## config.mk

```make
export PLATFORM = sky130hd
export DESIGN_NAME = pfrd_queue
export DESIGN_NICKNAME = d
export VERILOG_FILES = /design/src/rtl/pfrd_pkg.sv /design/src/rtl/pfrd_queue.sv
export SDC_FILE = /design/constraint.sdc
export NUM_CORES = 1
export LEC_CHECK = 0
export BUFFER_PORTS_ARGS = -buffer_cell sky130_fd_sc_hd__buf_4
export CAP_MARGIN = 10
export CORE_UTILIZATION = 47
export DETAILED_ROUTE_END_ITERATION = 10
export PLACE_DENSITY = 0.76
export SKIP_CTS_REPAIR_TIMING = 1
export SKIP_LAST_GASP = 1
export SLEW_MARGIN = 40
export SYNTH_ARGS = -nofsm -noshare
export SYNTH_HDL_FRONTEND = slang
export SYNTH_SLANG_ARGS = --single-unit
```

## constraint.sdc

```tcl
create_clock -name i_clk -period 4.3 [get_ports i_clk]
set_input_delay 0.86 -clock i_clk [delete_from_list [all_inputs] [get_ports i_clk]]
set_output_delay 0.86 -clock i_clk [all_outputs]
set_load 0.03 [all_outputs]
```

## src/rtl/pfrd_pkg.sv

```systemverilog
`default_nettype none

package pfrd_pkg;

    // operation codes
    localparam logic [1:0] OP_CLEAR   = 2'd0;
    localparam logic [1:0] OP_OUTLINE = 2'd1;
    localparam logic [1:0] OP_FILL    = 2'd2;
    localparam logic [1:0] OP_READ    = 2'd3;

    typedef struct packed {
        logic [1:0] operation;
        logic [7:0] left;
        logic [7:0] top;
        logic [7:0] width;
        logic [7:0] height;
        logic [8:0] read_index;
    } t_req;

    typedef struct packed {
        logic [7:0] read_data;
        logic       is_read;
    } t_res;

    // classified request, as queued between front and back
    typedef struct packed {
        logic [1:0] op;
        logic [7:0] x;
        logic [7:0] y;
        logic [7:0] right;
        logic [7:0] bottom;
        logic [7:0] cstart;
        logic [7:0] col_lim;
        logic [7:0] row_lim;
        logic [8:0] read_index;
    } t_job;

    // bits lo..hi set
    function automatic logic [7:0] pfrd_byte_mask(input logic [2:0] lo, input logic [2:0] hi);
        logic [7:0] m;
        for (int i = 0; i < 8; i++) begin
            m[i] = (3'(i) >= lo) && (3'(i) <= hi);
        end
        return m;
    endfunction

endpackage

`default_nettype wire

```

## src/rtl/pfrd_queue.sv

```systemverilog
`default_nettype none

module pfrd_queue
    import pfrd_pkg::*;
(
    input  wire  i_clk,
    input  wire  i_rst_n,
    input  wire  i_push,
    input  t_job i_data,
    input  wire  i_pop,
    output t_job o_data,
    output logic o_full,
    output logic o_valid
);

    t_job       r_slot [2];
    logic       r_wp;
    logic       r_rp;
    logic [1:0] r_cnt;

    assign o_full  = (r_cnt == 2'd2);
    assign o_valid = (r_cnt != 2'd0);
    assign o_data  = r_slot[r_rp];

    always_ff @(posedge i_clk) begin
        if (!i_rst_n) begin
            r_wp  <= 1'b0;
            r_rp  <= 1'b0;
            r_cnt <= 2'd0;
        end else begin
            if (i_push) begin
                r_wp <= ~r_wp;
            end
            if (i_pop) begin
                r_rp <= ~r_rp;
            end
            r_cnt <= r_cnt + {1'b0, i_push} - {1'b0, i_pop};
        end
    end

    always_ff @(posedge i_clk) begin
        if (i_push) begin
            r_slot[r_wp] <= i_data;
        end
    end

endmodule

`default_nettype wire

```

---- Word-level counts from Yosys, hierarchy flattened ----
Memories as Yosys holds them, arrays and structs flattened. A register that Yosys moved wholly into a read port is not among the register bits.
Cells that the tools add are included.
W data, S select, Z words.
cells by class
  add/subtract/negate cells ............... 2
  equality and inequality tests ........... 1
  muxes and demuxes ....................... 4
  bitwise gates (word level) .............. 2
  reduce and logical (&&, ||, !) cells .... 1
operators with widths
  cell                  number
  $mux W1               4
  $add A2 B1 Y2         1
  $eq A2 B2 Y1 const B  1
  $not A1 Y1            2
  $reduce_bool A2 Y1    1
  $sub A2 B1 Y2         1
storage, ports and cells
  register bits ........................... 4
  bits in writable memories ............... 134
  input port bits ......................... 71
  output and inout port bits .............. 69
  memories kept ........................... 1
memory list
  name    words  width  rd ports  clocked after Yosys merged registers in  wr ports  line              text
  r_slot  2      67     1         1                                        1         pfrd_queue.sv:16  t_job r_slot [2];

---- Depth between registers and ports, before layout ----
Gate-level depths: netlist of run 1.
  depth after elaboration ................. 3
  mapped depth ............................ 6
  mapped depth without buffers ............ 6

---- Least setup slack after synthesis of run 1 ----
OpenSTA, ideal clock, no wires.
  path type ............................... input to register
  start ................................... input port i_push
  end ..................................... memory r_slot[0][0] (netlist bit), enable pin
  data arrival time ....................... 3.834 ns
  data required time ...................... 3.799 ns
  path slack .............................. -0.035 ns
  cell stages on the path ................. 1
  buffers on the path ..................... 0
  cell sequence ........................... nor2b_1
on the way
  word-level cells in the longest chain between the ends .. 2
ends and longest elaborated chain
  item                           line              text
  start, declared                pfrd_queue.sv:8   input wire i_push,
  $mux W1                        pfrd_queue.sv:42  if (i_push) begin
  $mux W1 (not written as such)  pfrd_queue.sv:43  r_slot[r_wp] <= i_data;
  end, declared                  pfrd_queue.sv:16
Every way passes these cells.

==> flow_summary.yaml, run 1 <==
sta:
  final_hold_viol_count: 0
  drv_slew: 0
  setup_ws_ns: 1.694
  finalCritPeriodShare_pct: 60.61
  fmax_ghz: 0.3837
  relSlewSlack_pct: 64.75
  rsz0062_at_grt: "no"
  worst_pin_slew_ns: 0.5277
  fin_tns_setup_ns: 0
  clock-skew-final_ns: 0.008896
  final.min_clock_period_ns: 2.606
  whs_ns: 0.5368
  final-setup-viol-count: 0
setup_path:
  ff2ff_setup_slack_ns: 2.76
  cp_data_required_time_ns: 3.44
  end_kind: "output port"
  cp-start-kind: "flip-flop"
  criticalPathCategory: "reg2out"
  cp_max_fo: 33
  cp.arrival_ns: 1.75
  rr_endpoint: "r_slot[0][40]$_DFFE_PP_"
  reg2reg_from: "r_wp$_SDFFE_PN0P_"
  ff2ff_path_depth: 2
floorplan:
  initial_core_util_pct: 49.24
  design.die.area_um2: 11430
  dieWidth_um: 106.9
  ios: 140
  core_area_um2: 10510
  die_y_um: 106.9
  row_count: 37
global_routing:
  grt_max_degree: 34
  grt_pass1_vias: 2811
  overflow: 0
  track_usage_pct: 16.03
  grt_pass1_wl_um: 13230
  antenna_found_initial: 0
synth:
  ys_seq_area_share_pct: 79.69
  synth_fa_ha_area_share_pct: 0.4836
  synth_fp_nets: 302
  synth_simple_gate_area_share_pct: 1.088
  synth-compound-area-share_pct: 0.1451
  synth_cells: 229
  synth_xor_area_share_pct: 0.6044
  synth.avg_cell_area_um2: 22.60
  synth.area.mux_share_pct: 16.76
  synthesis.area_um2: 5175
  yosysWarnings: 0
  synth_cell_type_count: 15
  synth_top_family_by_area: "multiplexers"
  ys_seq_elements: 139
min_path:
  hp-class: "in2reg"
  hp-start: "i_data[8]"
  whs_endpoint: "r_slot[0][8]$_DFFE_PP_"
  holdPathStages: 1
route:
  drt_iter0_markers: 95
  vias: 2586
  vias_per_cell: 4.852
  antenna_left: 0
  drc: 0
  drt-pass1-iter-count: 6
  routed_wl_um: 8791
  post_drt_wl_per_cell_um: 16.49
clock_tree:
  clockBufferDepth: 2
  cts_sinks: 139
  clock_latency_ns: 0.50
  htreeDepth: 4
  cts_made_buffers: 17
  cts_tree: "yes"
  clk_pin_slew_ns: 0.06
  root_buffer: "clkbuf_8"
placed_design:
  dp.final_hpwl_um: 6014
  gp_congestion: 0.6648
  portBuffers: 139
  post-place-ws_ns: 2.075
  placed_cells: 503
power:
  p_leak_nw: 2.735
  vdd_drop_max_v: 0.0003119
  total_power_w: 0.003508
  power_density_nw_per_um2: 498.7
cells_and_area:
  fin_nets: 459
  final_layout_size_suffix_gt1_share_pct: 60.45
  stdcell_count: 533
  num_antenna_cells: 0
  areaGrowthSynthToFinish_pct: 35.95
status:
  status: "finished, final reports clean"
run:
  max_cap_violations: 0
[synth_stat cells]
library cell | instances | area (µm²)
buf_2 | 3 | 15.01
ha_1 | 2 | 25.02
dfxtp_1 | 5 | 100.1
o21a_1 | 1 | 7.510
xnor3_1 | 1 | 22.52
buf_4 | 1 | 7.510
nor2b_1 | 4 | 25.02
or2_2 | 1 | 6.260
mux2_2 | 37 | 416.7
inv_1 | 2 | 7.510
xor2_1 | 1 | 8.760
buf_6 | 3 | 33.78
mux2_4 | 30 | 450.4
edfxtp_1 | 134 | 4024
and2_1 | 4 | 25.02
[cell families after synthesis]
group	after synthesis
flops	139
mux	67
buf+inv	9
simple gates	9
xor+xnor	2
fa+ha+maj	2
compound gates	1
[worst max-delay path, stage by stage (launching register included)]
cell,delay [ns]
dfxtp_4,0.44
buf_12,0.24
mux2_2,0.37
buf_4,0.17
[layout make-up]
cell class / count / area [µm²]
multi-input cells: 81 / 997.2
fillers: 722 / 3473
clock buffers: 19 / 421.7
well taps: 136 / 170.2
repair buffers: 145 / 1159
clock inverters: 11 / 152.6
inverters: 2 / 7.507
flip-flops and latches: 139 / 4128
[per-layer routing]
layer | up-vias | global-route usage [%] | share of wire, % | routed length (µm)
met5 | - | 0 | 0 | 0
met1 | 1269 | 17.74 | 39 | 3435
met3 | 8 | 6.322 | 7.6 | 672
met2 | 93 | 27.00 | 52 | 4582
met4 | 0 | 7.632 | 1.2 | 102
li1 | 1216 | - | - | -
[layout by cell type (no fill, tap or decap), drive strengths merged]
| master | n |
|---|---|
| buf | 145 |
| edfxtp | 134 |
| mux2 | 67 |
| clkbuf | 19 |
| clkinv | 6 |
| dfxtp | 5 |
| bufinv | 4 |
| and2 | 4 |
| nor2b | 4 |
| inv | 2 |
| ha | 2 |
| or2 | 1 |
| xor2 | 1 |
| o21a | 1 |
| xnor3 | 1 |
| clkinvlp | 1 |
[flip-flops by register name (all words and copies together), names as in the netlist, named ones only]
signal  flops
r_cnt       2
r_rp        1
r_slot    134
r_wp        1
[through the flow]
stage | util [%] | instance area, µm²
after detailed placement | 61.48 | 6461
after floorplan | - | 5177
after CTS | 66.95 | 7036
final | 66.95 | 7036
after global placement | 60.65 | 6374
after global routing | 66.95 | 7036
[worst max path at each step]
stage                                          to  slack, ns  cells after the start
after floorplan            r_slot[0][0]$_DFFE_PP_       1.23                      1
after global placement                  o_data[5]       1.74                      2
after detailed placement  r_slot[0][38]$_DFFE_PP_       2.08                      3
after CTS                               o_data[5]       1.65                      3
after global routing                    o_data[7]       1.62                      3
final                                   o_data[7]       1.69                      3
[where the power goes]
group | switching [W] | internal [W] | leakage (nW)
clock | 0.000484 | 0.000923 | 0.277
combinational | 0.000272 | 0.000239 | 1.16
sequential | 0.0000229 | 0.00157 | 1.30
Note: power is estimated with default switching activity, not from simulation.
==> inputs of run 2 (changes only) <==
Settings changed: ABC_AREA set to 1, CORE_UTILIZATION 47 to 52, PLACE_DENSITY 0.76 to 0.79.
Clock period 4.3 ns to 2.4 ns, I/O delays scaled along.
==> flow_summary.yaml, run 2 <==
floorplan:
  die_y_um: 101.7
  ios: 140
  initial_core_util_pct: 53.41
  core_area_um2: 9684
  design.die.area_um2: 10350
  row_count: 36
  dieWidth_um: 101.7
sta:
  drv_slew: 0
  finalCritPeriodShare_pct: 94.55
  final-setup-viol-count: 0
  fmax_ghz: 0.4407
  final_hold_viol_count: 0
  rsz0062_at_grt: "no"
  clock-skew-final_ns: 0.003821
  final.min_clock_period_ns: 2.269
  relSlewSlack_pct: 67.38
  worst_pin_slew_ns: 0.4893
  fin_tns_setup_ns: 0
  setup_ws_ns: 0.1308
power:
  vdd_drop_max_v: 0.0006083
  combPwrFrac_pct: 13.0
  power_density_nw_per_um2: 878.2
  swShare_pct: 22.79
  seqPwrFrac_pct: 46.5
  power_switching_w: 0.001398
  p_clk_share_pct: 40.6
  p_leak_nw: 2.753
  total_power_w: 0.006135
  p_int_w: 0.004736
cells_and_area:
  fillers: 585
  regMostFlops: "r_slot"
  num_antenna_cells: 0
  fin_nets: 473
  final_cell_mix: "145 x buf_4, 134 x edfxtp_1, 37 x mux2_2"
  design_area_um2: 6985
  largestRegisters: "r_slot x134, r_cnt x2"
  final_common_cell: "buf_4"
  largest_reg_flops: 134
  areaGrowthSynthToFinish_pct: 35.05
  final_layout_size_suffix_gt1_share_pct: 59.08
global_routing:
  gr-max-usage-layer: "met2"
  antenna_found_initial: 0
  grt_pass1_wl_um: 13070
  grt_max_degree: 37
  grt_pass1_vias: 2677
  grtUsageMet3_pct: 8.834
  grtUsageMet1_pct: 20.81
  met2_usage_pct: 27.75
  track_usage_pct: 17.92
  overflow: 0
clock_tree:
  cts_tree: "yes"
  htreeDepth: 4
  clock_latency_ns: 0.51
  clockBufferDepth: 2
  root_buffer: "clkbuf_8"
  cts_sinks: 139
  clk_pin_slew_ns: 0.06
  cts_made_buffers: 17
placed_design:
  placed_area_um2: 6402
  portBuffers: 139
  gp_congestion: 0.7059
  post-place-ws_ns: 0.5442
  dp.final_hpwl_um: 5821
route:
  vias: 2715
  drt_iter0_markers: 115
  antenna_left: 0
  routed_wl_um: 8999
  drc: 0
  drt-pass1-iter-count: 6
  vias_per_cell: 4.973
  post_drt_wl_per_cell_um: 16.48
synth:
  synthArstFlopShare_pct: 0
  ys_seq_area_share_pct: 79.73
  synthesis.area_um2: 5172
  synth_fp_nets: 314
  synth_cells: 241
  synth_area_leaders: "edfxtp_1 78%, mux2_4 8.7%, mux2_2 8.1%, dfxtp_1 1.9%, nand2_1 0.65%"
  yosysWarnings: 0
  yosysTopAreaCellShare_pct: 77.79
  ys_seq_elements: 139
  synth.top_cells.by_count: "134 x edfxtp_1, 37 x mux2_2, 30 x mux2_4"
  yosysMostFrequentCell: "edfxtp_1"
  synth_edf_count: 134
  synth.avg_cell_area_um2: 21.46
  synth-main-ff-cell: "edfxtp_1"
  synth_cell_type_count: 13
  synth_top_area_cell: "edfxtp_1"
setup_path:
  rr_endpoint: "r_slot[1][33]$_DFFE_PP_"
  end_kind: "output port"
  ff2ff_setup_slack_ns: 1.07
  criticalPathCategory: "reg2out"
  ff2ff_path_depth: 3
  cp-start-kind: "flip-flop"
  cp_max_fo: 14
  reg2reg_from: "r_wp$_SDFFE_PN0P_"
  cp.arrival_ns: 1.79
  cp_data_required_time_ns: 1.92
status:
  status: "finished, final reports clean"
min_path:
  hp-start: "i_data[16]"
  holdPathStages: 1
  whs_endpoint: "r_slot[0][16]$_DFFE_PP_"
  hp-class: "in2reg"
run:
  max_cap_violations: 0
-- run 2: area by class of cell --
cell class | count | area [µm²] | area share, %
Timing Repair Buffer | 147 | 1120 | 16.03
Inverter | 7 | 26.28 | 0.3761
Tap cell | 133 | 166.4 | 2.382
Sequential cell | 139 | 4128 | 59.09
Multi-Input combinational cell | 88 | 973.4 | 13.94
Clock inverter | 13 | 150.1 | 2.149
Clock buffer | 19 | 421.7 | 6.036
-- run 2: logic make-up after synthesis --
logic type      count (synthesis)  synth area share, %
simple gates                   18                1.330
buf+inv                        14                1.597
flops                         139                79.73
fa+ha+maj                       2               0.4837
compound gates                  1              0.09667
mux                            67                16.76
-- run 2: per-stage QoR --
step | utilization, % | hold WS, ns | instances
after detailed placement | 66.11 | 0.4842 | 513
after CTS | 72.02 | 0.1130 | 545
after floorplan | - | 0.4635 | 241
after global placement | 66.11 | 0.4761 | 513
after global routing | 72.13 | 0.1150 | 546
final | 72.13 | 0.1504 | 546
-- run 2: per-layer routing --
layer,vias to the layer above,routed length [µm]
met5,-,0
met3,12,758
met4,0,131
li1,1254,-
met1,1342,3581
met2,107,4527
-- run 2: power groups by stage --
stage / clock network (W) / registers, W / logic [W]
after global routing: 0.00264 / 0.00286 / 0.000842
final: 0.00249 / 0.00285 / 0.000796
after CTS: 0.00254 / 0.00286 / 0.000794
after global placement: 0 / 0.00290 / 0.000776
after floorplan: 0 / 0.00288 / 0.000491
after detailed placement: 0 / 0.00290 / 0.000791
-- run 2: how the worst max path moves through the flow --
stage / start / to / slack [ns] / cells past startpoint
CTS: flip-flop / o_data[14] / -0.05 / 3
floorplan: i_push / r_slot[1][0]$_DFFE_PP_ / 0.13 / 2
global placement: flip-flop / o_data[11] / 0.55 / 3
detailed placement: flip-flop / o_data[15] / 0.54 / 3
global route: flip-flop / o_data[14] / 0.03 / 3
finish: flip-flop / o_data[14] / 0.13 / 3
-- run 2: worst max-delay path, stage by stage, from the launching register on --
cell and delay (ns):
dfxtp_4 0.48, buf_4 0.26, mux2_2 0.37, buf_4 0.17
