**src/rtl/pfrd_pkg.sv**
```systemverilog
`default_nettype none

package pfrd_pkg;

    // operation codes
    localparam logic [1:0] OP_CLEAR   = 2'd0;
    localparam logic [1:0] OP_OUTLINE = 2'd1;
    localparam logic [1:0] OP_FILL    = 2'd2;
    localparam logic [1:0] OP_READ    = 2'd3;

    typedef struct packed {
        logic [1:0] operation;
        logic [7:0] left;
        logic [7:0] top;
        logic [7:0] width;
        logic [7:0] height;
        logic [8:0] read_index;
    } t_req;

    typedef struct packed {
        logic [7:0] read_data;
        logic       is_read;
    } t_res;

    // classified request, as queued between front and back
    typedef struct packed {
        logic [1:0] op;
        logic [7:0] x;
        logic [7:0] y;
        logic [7:0] right;
        logic [7:0] bottom;
        logic [7:0] cstart;
        logic [7:0] col_lim;
        logic [7:0] row_lim;
        logic [8:0] read_index;
    } t_job;

    // bits lo..hi set
    function automatic logic [7:0] pfrd_byte_mask(input logic [2:0] lo, input logic [2:0] hi);
        logic [7:0] m;
        for (int i = 0; i < 8; i++) begin
            m[i] = (3'(i) >= lo) && (3'(i) <= hi);
        end
        return m;
    endfunction

endpackage

`default_nettype wire

```
**src/rtl/pfrd_front.sv**
```systemverilog
`default_nettype none

module pfrd_front
    import pfrd_pkg::*;
(
    input  t_req i_req,
    output t_job o_job
);

    logic [8:0] sum_xw;
    logic [8:0] sum_yh;
    logic [8:0] xw_m1;
    logic [8:0] yh_m1;
    logic [7:0] fill_col_lim;
    logic [7:0] line_col_lim;

    assign sum_xw = {1'b0, i_req.left} + {1'b0, i_req.width};
    assign sum_yh = {1'b0, i_req.top} + {1'b0, i_req.height};
    assign xw_m1  = sum_xw - 9'd1;
    assign yh_m1  = sum_yh - 9'd1;

    // loop limits clamp to 255
    assign fill_col_lim = sum_xw[8] ? 8'd255 : sum_xw[7:0];

    // x+w-1 below zero draws nothing, same as a limit of zero
    always_comb begin
        if (sum_xw == 9'd0) begin
            line_col_lim = 8'd0;
        end else if (xw_m1[8]) begin
            line_col_lim = 8'd255;
        end else begin
            line_col_lim = xw_m1[7:0];
        end
    end

    always_comb begin
        o_job.op         = i_req.operation;
        o_job.x          = i_req.left;
        o_job.y          = i_req.top;
        o_job.right      = xw_m1[7:0];
        o_job.bottom     = yh_m1[7:0];
        o_job.cstart     = i_req.left + 8'd1;
        o_job.col_lim    = (i_req.operation == OP_OUTLINE) ? line_col_lim : fill_col_lim;
        o_job.row_lim    = sum_yh[8] ? 8'd255 : sum_yh[7:0];
        o_job.read_index = i_req.read_index;
    end

endmodule

`default_nettype wire

```
**config.mk**
```make
export PLATFORM = sky130hd
export DESIGN_NAME = pfrd_front
export DESIGN_NICKNAME = d
export VERILOG_FILES = /design/src/rtl/pfrd_pkg.sv /design/src/rtl/pfrd_front.sv
export SDC_FILE = /design/constraint.sdc
export NUM_CORES = 1
export LEC_CHECK = 0
export ABC_AREA = 1
export ABC_CLOCK_PERIOD_IN_PS = 4670
export BUFFER_PORTS_ARGS = -buffer_cell sky130_fd_sc_hd__buf_4
export CAP_MARGIN = 20
export CORE_AREA = 2 2 45 88
export DETAILED_ROUTE_END_ITERATION = 10
export DIE_AREA = 0 0 47 90
export PLACE_DENSITY = 0.87
export RECOVER_POWER = 25
export SYNTH_ARGS = -nofsm -noshare
export SYNTH_HDL_FRONTEND = slang
export SYNTH_SLANG_ARGS = --single-unit
```
**constraint.sdc**
```tcl
create_clock -name vclk -period 4.67
set_input_delay 0 -clock vclk [all_inputs]
set_output_delay 0 -clock vclk [all_outputs]
set_load 0.005 [all_outputs]
```
# == After elaboration in Yosys (flattened, before gate mapping) ==
# Cells that the tools add are included.
# totals
regBits,0
inputBits,43
out_inout_bits,67
word_cells,12
# op_classes
n_addsub,5
eq_ne,1
n_mux,5
reduce_logical,1
# op_table
op,n
$mux W8,5
$add A8 B8 Y9,2
$logic_not A9 Y1,1
$sub A9 B1 Y9 const B,1
$add A8 B1 Y8 const B,1
$sub A8 B1 Y8 const B,1
$eq A2 B1 Y1 const B,1

# == Logic depth before layout (Yosys ltp) ==
# Gate-level depths: netlist of run 1.
# depth
ltp_word,5
mapped_depth,14
mapped_depth_nobuf,14

# == Worst setup path before layout of run 1 ==
# Ideal clock, no wire load.
# synth_timing
path_type,in2out
start,input port i_req[17] (netlist name)
end,output port o_job[17] (netlist name)
t_arrival_ps,1605
required_time_ps,4670
slack_ps,3065
stages,13
n_path_buf,0
cell_sequence,ha_1 fa_1 inv_1 ha_1 nand2_1 inv_2 nand3_4 nor2_4 nand3b_4 nand2_2 inv_2 nand2_1 nand2_1
# synth_lines
item,line_no,rtl
start: declaration,pfrd_front.sv:6,"input t_req i_req,"
end: declaration,pfrd_front.sv:7,output t_job o_job

==> results of run 1 <==
worst max-delay path by stage:
| stage | from | to | slack, ps | cells after the start |
|---|---|---|---|---|
| floorplan | i_req[17] | o_job[17] | 3070 | 13 |
| CTS | i_req[33] | o_job[22] | 2610 | 16 |
| finish | i_req[33] | o_job[22] | 2600 | 16 |
| global route | i_req[33] | o_job[24] | 2370 | 14 |
| detailed placement | i_req[33] | o_job[22] | 2610 | 16 |
| global placement | i_req[33] | o_job[24] | 2660 | 14 |
cells in the mapped netlist:
cell                        number
sky130_fd_sc_hd__nor2_4          1
sky130_fd_sc_hd__nand2_1        94
sky130_fd_sc_hd__nand3_1        26
sky130_fd_sc_hd__nand3_2         2
sky130_fd_sc_hd__fa_1            2
sky130_fd_sc_hd__a21oi_2         1
sky130_fd_sc_hd__or2_2           1
sky130_fd_sc_hd__inv_2           4
sky130_fd_sc_hd__o2111ai_1       1
sky130_fd_sc_hd__nand3b_4        1
sky130_fd_sc_hd__o21ai_1         2
sky130_fd_sc_hd__buf_4          27
sky130_fd_sc_hd__o21ai_0        12
sky130_fd_sc_hd__and2_1          1
sky130_fd_sc_hd__nand2_2         6
sky130_fd_sc_hd__nor3_1          2
sky130_fd_sc_hd__nand3b_1        2
sky130_fd_sc_hd__nor2_1         11
sky130_fd_sc_hd__o21a_1          1
sky130_fd_sc_hd__nand3_4         1
sky130_fd_sc_hd__nand4_1         6
sky130_fd_sc_hd__ha_1           19
sky130_fd_sc_hd__xor2_1          8
sky130_fd_sc_hd__nor2_2          1
sky130_fd_sc_hd__inv_1          44
sky130_fd_sc_hd__a21oi_1         7
sky130_fd_sc_hd__xnor2_1         6
sky130_fd_sc_hd__buf_2           1
cell type report:
| type | count | area, um2 | area share, % |
|---|---|---|---|
| well taps | 49 | 61.3 | 2.82 |
| multi-input cells | 214 | 1240 | 57.1 |
| inverters | 48 | 180 | 8.29 |
| repair buffers | 92 | 691 | 31.8 |
through the flow:
step           setup slack, ps  util [%]  total power [mW]
2_1_floorplan             3070         -             0.205
3_3_place_gp              2660      60.9             0.339
3_5_place_dp              2610      60.9             0.346
4_1_cts                   2610      60.9             0.347
5_1_grt                   2370      60.9             0.386
6_report                  2600      60.9             0.344
worst max-delay path, stage by stage:
cell,delay (ps)
sky130_fd_sc_hd__buf_4,130
sky130_fd_sc_hd__ha_1,220
sky130_fd_sc_hd__fa_1,470
sky130_fd_sc_hd__inv_1,80
sky130_fd_sc_hd__nand2_1,60
sky130_fd_sc_hd__nand2_1,100
sky130_fd_sc_hd__nand2_1,90
sky130_fd_sc_hd__inv_2,90
sky130_fd_sc_hd__nand3_4,100
sky130_fd_sc_hd__nor2_4,140
sky130_fd_sc_hd__nand2_1,90
sky130_fd_sc_hd__nand2_2,130
sky130_fd_sc_hd__nand3b_1,110
sky130_fd_sc_hd__nand2_1,70
sky130_fd_sc_hd__nand2_1,50
sky130_fd_sc_hd__buf_4,130
cell families after synthesis:
logic type,after synthesis
xor+xnor,14
buf+inv,76
simple gates,155
fa+ha+maj,21
compound gates,24
per-layer routing:
| metal | global-route usage [%] | vias up |
|---|---|---|
| met2 | 46.3 | 100 |
| met3 | 2.01 | 8 |
| li1 | - | 1025 |
| met4 | 5.09 | 0 |
| met5 | 0 | - |
| met1 | 14.1 | 888 |
power by group through the flow:
stage / Sequential, mW / Combinational [mW] / Clock (mW)
final: 0 / 0.344 / 0
after global routing: 0 / 0.386 / 0
after CTS: 0 / 0.347 / 0
after detailed placement: 0 / 0.346 / 0
after global placement: 0 / 0.339 / 0
after floorplan: 0 / 0.205 / 0
==> results by group, run 1 <==
Floorplanning
  – Overall die height: 90 um
  – Number of rows in the core area: 31
  – Placeable core region: 0.00357 mm2
  – Horiz. Die Dim: 47 um
  – Starting density of the core: 45.7%
  – Total die area: 0.00423 mm2
  – Number of ports placed on the die boundary: 110

Min path
  – HP Class: in -> out
  – Count of cells along the worst hold path: 0
  – Min-Delay Endpoint: o_job[7]
  – Hold Startpoint: i_req[7]

Timing
  – Min cycle time layout: 2070 ps
  – Sum of negative setup slack: 0 ps
  – Upper clock frequency limit: 484 MHz
  – Worst hold slack: 0.00229 ps
  – Number of endpoints with negative hold slack in the final report: 0
  – Final Max Tran Viols: 0
  – Remaining max-slew budget at the tightest pin: 75.8%
  – Final setup violation count: 0
  – Final worst path period share: 44.2%
  – Transition time of the tightest slew-check pin: 360 ps
  – RSZ-0062 raised after global routing: false

Synthesis
  – Post-synthesis mux area share: 0%
  – Instance count of the mapped netlist: 290
  – Proportion of netlist area held by the largest area contributor: 21.6%
  – Average cell area after synthesis: 5.62 um2
  – Post-synth net total: 354
  – Register area share after synthesis: 0%
  – Count of distinct cell types in the synthesized netlist: 28
  – Share of synthesized cell area in full adder, half adder and majority cells: 17.0%
  – Synth area leader: sky130_fd_sc_hd__nand2_1
  – Synthesized-area fraction occupied by xor and xnor cells: 7.52%
  – Combinational family with the most area after synthesis: simple AND/OR/NAND/NOR gates
  – Mapped Area: 0.00163 mm2
  – Dominant cells by area after synthesis: sky130_fd_sc_hd__nand2_1, sky130_fd_sc_hd__ha_1, sky130_fd_sc_hd__buf_4, sky130_fd_sc_hd__inv_1, sky130_fd_sc_hd__nand3_1
  – Synth warnings: 0
  – Compound-Gate Fraction of Synth Area: 7.98%
  – Share of synthesized cell area in and, or, nand and nor gates: 43.7%

Power and ir drop
  – P_int: 0.168 mW
  – Switching power of the nets: 0.176 mW
  – Clock network fraction of design power: 0%
  – Proportion of power drawn by flip-flops and latches: 0%
  – Largest vdd supply drop: 80.6 uV
  – Static leakage: 1.31 nW
  – Combinational group share of total power: 100.0%
  – Switching Share: 51.1%
  – Pwr dens: 158 mW/mm2

Global route
  – GR Util All Layers: 20.6%
  – Grt total ovfl: 0
  – Antenna violations before repair: 0
  – Vias in the first global route: 1957
  – First-pass GRT wire length: 7040 um
  – Largest net degree at the start of global routing: 12

Layout
  – Total area of sequential cells: 0 um2
  – Final non-filler cell area: 0.00217 mm2
  – Sequential cell count: 0
  – Antenna diodes: 0
  – Clock tree buffer count of the final layout: 0
  – Layout cell share with drive strength beyond 1: 31.1%
  – Fill cell count: 379
  – Number of nets in the layout: 420
  – Area grow syn2layout: 33.4%
  – Number of non-filler instances in the completed layout: 403
  – Most common library cell in the layout ignoring fill and taps: sky130_fd_sc_hd__nand2_1
  – Commonest cells after routing, fill and taps aside: sky130_fd_sc_hd__nand2_1, sky130_fd_sc_hd__buf_4, sky130_fd_sc_hd__inv_1

Worst setup path
  – Worst Path Max Fanout: 7
  – CP required: 4670 ps
  – Critical path class: in -> out
  – Type of element launching the critical path: primary input
  – Crit path DAT: 2070 ps
  – Crit. End Element: output pin

Routing
  – Length of routed met2 wiring: 2610 um
  – Routed met3 length: 344 um
  – Post-route DRC: 0
  – Via-to-Cell Ratio: 5.01
  – DRT Pass-1 Iters: 4
  – Total via count in the routed design: 2021
  – Initial drt markers: 15
  – Number of nets with antenna violations after detailed routing: 0
  – Uppermost routed layer: met4
  – Post-route met1 wirelength: 1380 um
  – Wire length per cell: 11.0 um
  – Post-Route WL: 4420 um

Clock tree
  – Post-CTS Setup Repair Bufs: 0
  – # resized after CTS: 0
  – Hold-fix buffers at CTS: 0

Run
  – Max Cap Violations: 0

Place
  – Dpl cell area: 0.00217 mm2
  – Number of buffer cells added on primary ports: 92
  – Cell total after placement: 403
  – Final GP Congestion: 0.864
  – Hpwl dp: 4040 um

Run status
  – Status: finished, final reports clean
Note: power is estimated with default switching activity, not from simulation.
==> run 2: changes to the inputs <==
- ABC_CLOCK_PERIOD_IN_PS: 4670 -> 1800
- CORE_AREA: 2 2 45 88 -> 2 2 49 96
- DIE_AREA: 0 0 47 90 -> 0 0 51 98
- PLACE_DENSITY: 0.87 -> 0.77
- clock period: 4.67 -> 1.8 ns (I/O delays scaled with it)
==> run 2 against run 1 <==
  * The flow now finishes with violations (negative setup slack)
  * Critical path depth shrank 1
  * Flip-flop and latch count stayed put
  * Via count rose by 8.6%
  * First-iteration DRC count increased by 130%
  * Largest cell class unchanged
==> results by group, run 2 (synthesis results as in run 1) <==
Routing
  – Post-route DRC: 0
  – Via-to-Cell Ratio: 4.94
  – Total via count in the routed design: 2194
  – DRT Pass-1 Iters: 4
  – Wire length per cell: 12.4 um
  – Initial drt markers: 34
  – Number of nets with antenna violations after detailed routing: 0
  – Post-Route WL: 5500 um

Power and ir drop
  – Pwr dens: 437 mW/mm2
  – Static leakage: 1.53 nW
  – Power Total: 1.18 mW
  – Largest vdd supply drop: 249 uV

Layout
  – Area grow syn2layout: 65.0%
  – Commonest cells after routing, fill and taps aside: sky130_fd_sc_hd__buf_4, sky130_fd_sc_hd__nand2_1, sky130_fd_sc_hd__inv_1
  – Most common library cell in the layout ignoring fill and taps: sky130_fd_sc_hd__buf_4
  – Clock tree buffer count of the final layout: 0
  – Layout cell share with drive strength beyond 1: 49.2%
  – Final non-filler cell area: 0.00269 mm2
  – Total area of sequential cells: 0 um2
  – Antenna diodes: 0
  – Sequential cell count: 0
  – Number of nets in the layout: 456

Timing
  – Worst hold slack: 0.00170 ps
  – Transition time of the tightest slew-check pin: 351 ps
  – Remaining max-slew budget at the tightest pin: 76.4%
  – Final setup violation count: 9
  – Number of endpoints with negative hold slack in the final report: 0
  – RSZ-0062 raised after global routing: true
  – Min cycle time layout: 1870 ps
  – Upper clock frequency limit: 535 MHz
  – Final worst path period share: 104%
  – Final Max Tran Viols: 0
  – Worst Slack Setup Final: -67.6 ps

Run
  – Max Cap Violations: 0

Run status
  – Failing checks: negative setup slack
  – Status: complete, but fails checks

Floorplanning
  – Total die area: 0.00500 mm2
  – Number of ports placed on the die boundary: 110
  – Number of rows in the core area: 34
  – Horiz. Die Dim: 51 um
  – Placeable core region: 0.00430 mm2
  – Overall die height: 98 um
  – Starting density of the core: 37.9%

Worst setup path
  – Type of element launching the critical path: primary input
  – Worst Path Max Fanout: 8
  – CP required: 1800 ps
  – Critical path class: in -> out
  – Highest cell delay on the worst timing path: 430 ps
  – Slowest stage cell, crit path: sky130_fd_sc_hd__fa_2
  – Crit path DAT: 1870 ps
  – Cells along the critical path: buf_8 -> ha_4 -> fa_2 -> inv_2 -> ha_4 -> nand2_4 -> inv_4 -> nand3_4 -> nor2_4 -> nand3b_4 -> nand2_4 -> inv_4 -> nand2_1 -> nand2_1 -> buf_4
  – Dominant delay contributor by cell family on the critical path: adder cells
  – Count of buffer and inverter cells on the critical path: 5
  – Crit. End Element: output pin

Global route
  – Antenna violations before repair: 0
  – Vias in the first global route: 2260
  – Grt total ovfl: 0
  – First-pass GRT wire length: 9000 um
  – Largest net degree at the start of global routing: 11
  – GR Util All Layers: 22.1%

Place
  – Final GP Congestion: 0.884
  – Number of buffer cells added on primary ports: 92
  – Dpl cell area: 0.00241 mm2
  – Hpwl dp: 4740 um
  – Worst Setup Slack post-DPL: -230 ps

Clock tree
  – Hold-fix buffers at CTS: 0

Min path
  – HP Class: in -> out
## run 2: worst paths after layout
| kind | slack, ps | to | startpoint | depth (start not counted) |
|---|---|---|---|---|
| max | -70 | o_job[21] | i_req[33] | 15 |
| min | 0.002 | o_job[2] | i_req[2] | 0 |
## run 2: stage by stage
stage	cells	TNS (ps)	utilization, %
after floorplan	290	0	-
after global placement	439	-1460	56.2
after detailed placement	439	-1840	56.2
after CTS	442	-1290	58.9
after global routing	444	-1590	62.6
final	444	-331	62.6
## run 2: routing by layer
metal	up-vias	track usage (%)	part of all wire (%)
li1	1095	-	-
met1	998	18.0	29
met2	88	50.0	63
met3	13	0.917	4.9
met4	0	6.03	3.0
met5	-	0	0
## run 2: what timing repair did
action / in CTS / in global routing
pin swaps: 10 / 12
setup buffers: 3 / 2
gates resized for setup: 25 / 42
endpoints found under the setup margin: 11 / 24
## run 2: layout make-up
type / instances / area [um2]
repair buffers: 128 / 983
fillers: 402 / 1610
inverters: 48 / 185
multi-input cells: 214 / 1450
well taps: 54 / 67.6
## run 2: power by group
group          internal, mW  switching [mW]  leakage (nW)
combinational         0.603           0.572          1.53
clock                     0               0             0
sequential                0               0             0
==> run 3: changes to the inputs <==
- RECOVER_POWER: 25 -> 100
==> run 3 against run 2 <==
  * The flow still finishes with violations (negative setup slack)
  * Global-route usage did not move
  * Critical path depth did not move
  * Cell count did not move
  * Critical endpoint unchanged
  * Largest cell class unchanged
==> results by group, run 3 (synthesis results as in run 1) <==
Place
  – Hpwl dp: 4740 um
  – Worst Setup Slack post-DPL: -230 ps
  – Dpl cell area: 0.00241 mm2
  – Number of buffer cells added on primary ports: 92
  – Final GP Congestion: 0.884

Layout
  – Most common library cell in the layout ignoring fill and taps: sky130_fd_sc_hd__buf_4
  – Number of nets in the layout: 456
  – Final non-filler cell area: 0.00267 mm2
  – Sequential cell count: 0
  – Area grow syn2layout: 63.9%
  – Antenna diodes: 0
  – Total area of sequential cells: 0 um2
  – Clock tree buffer count of the final layout: 0
  – Commonest cells after routing, fill and taps aside: sky130_fd_sc_hd__buf_4, sky130_fd_sc_hd__nand2_1, sky130_fd_sc_hd__inv_1
  – Layout cell share with drive strength beyond 1: 47.9%

Routing
  – Total via count in the routed design: 2202
  – DRT Pass-1 Iters: 4
  – Wire length per cell: 12.4 um
  – Via-to-Cell Ratio: 4.96
  – Initial drt markers: 29
  – Post-Route WL: 5490 um
  – Number of nets with antenna violations after detailed routing: 0
  – Post-route DRC: 0

Timing
  – Number of endpoints with negative hold slack in the final report: 0
  – Worst hold slack: 0.00170 ps
  – Final setup violation count: 9
  – Sum of negative setup slack: -359 ps
  – Transition time of the tightest slew-check pin: 343 ps
  – Worst Slack Setup Final: -66.8 ps
  – Final Max Tran Viols: 0
  – Remaining max-slew budget at the tightest pin: 76.9%
  – Final worst path period share: 104%
  – RSZ-0062 raised after global routing: true
  – Upper clock frequency limit: 536 MHz
  – Min cycle time layout: 1870 ps

Worst setup path
  – Type of element launching the critical path: primary input
  – Start point of the critical path: i_req[33]
  – Critical path class: in -> out
  – Capturing element of the worst setup path: o_job[21]
  – Crit. End Element: output pin
  – Worst Path Max Fanout: 8
  – CP required: 1800 ps
  – Crit path DAT: 1870 ps

Power and ir drop
  – Static leakage: 1.51 nW
  – Largest vdd supply drop: 251 uV
  – Pwr dens: 437 mW/mm2

Floorplanning
  – Horiz. Die Dim: 51 um
  – Number of ports placed on the die boundary: 110
  – Overall die height: 98 um
  – Number of rows in the core area: 34
  – Total die area: 0.00500 mm2
  – Starting density of the core: 37.9%
  – Placeable core region: 0.00430 mm2

Global route
  – Vias in the first global route: 2260
  – Grt total ovfl: 0
  – First-pass GRT wire length: 9000 um
  – Largest net degree at the start of global routing: 11
  – Antenna violations before repair: 0
  – GR Util All Layers: 22.1%

Min path
  – HP Class: in -> out
  – Hold Startpoint: i_req[2]

Clock tree
  – Hold-fix buffers at CTS: 0

Run
  – Max Cap Violations: 0

Run status
  – Failing checks: negative setup slack
  – Status: complete, but fails checks
run 3: changes by cell type in the layout (fill, tap and decap cells not counted):
cell,before,now
sky130_fd_sc_hd__buf_4,119,103
sky130_fd_sc_hd__clkbuf_1,0,5
sky130_fd_sc_hd__clkbuf_4,4,15
run 3: critical path, stage by stage:
cell and delay [ps]:
sky130_fd_sc_hd__buf_8 100, sky130_fd_sc_hd__ha_4 160, sky130_fd_sc_hd__fa_2 430, sky130_fd_sc_hd__inv_2 100, sky130_fd_sc_hd__ha_4 150, sky130_fd_sc_hd__nand2_4 50
sky130_fd_sc_hd__inv_4 60, sky130_fd_sc_hd__nand3_4 70, sky130_fd_sc_hd__nor2_4 140, sky130_fd_sc_hd__nand3b_4 160, sky130_fd_sc_hd__nand2_4 110, sky130_fd_sc_hd__inv_4 60
sky130_fd_sc_hd__nand2_1 80, sky130_fd_sc_hd__nand2_1 60, sky130_fd_sc_hd__buf_4 140
run 3: power breakdown:
part	total, mW	internal [mW]	switching [mW]
registers	0	0	0
logic	1.17	0.596	0.571
clock network	0	0	0
total	1.17	0.596	0.571
run 3: layout make-up:
class              count  area (um2)
fillers              409        1630
repair buffers       128         965
inverters             48         185
multi-input cells    214        1450
well taps             54        67.6
run 3: timing repair:
| item | 4_1_cts | 5_1_grt |
|---|---|---|
| setup buffers | 3 | 2 |
| cloned | 0 | 0 |
| setup endpoints to repair | 11 | 24 |
| resized for setup | 25 | 42 |
| hold endpoints to repair | 0 | 0 |
| pin swaps | 10 | 12 |
run 3: per-stage QoR:
step	total power, mW	util [%]	cells
floorplan	0.531	-	290
global placement	1.02	56.2	439
detailed placement	1.03	56.2	439
CTS	1.09	58.9	442
global route	1.29	62.2	444
finish	1.17	62.2	444
run 3: worst min-delay path by stage:
stage,end,depth (start not counted)
final,o_job[2],0
after floorplan,o_job[25],1
after detailed placement,o_job[3],0
after global routing,o_job[2],0
after global placement,o_job[3],0
after CTS,o_job[3],0
run 3: routing by layer:
metal | share of wire [%] | track usage (%) | wire, um | vias up
met5 | 0 | 0 | 0 | -
met4 | 3.0 | 6.03 | 162 | 0
met3 | 4.8 | 0.917 | 261 | 13
met2 | 63 | 50.0 | 3450 | 86
met1 | 29 | 18.0 | 1610 | 1008
li1 | - | - | - | 1095
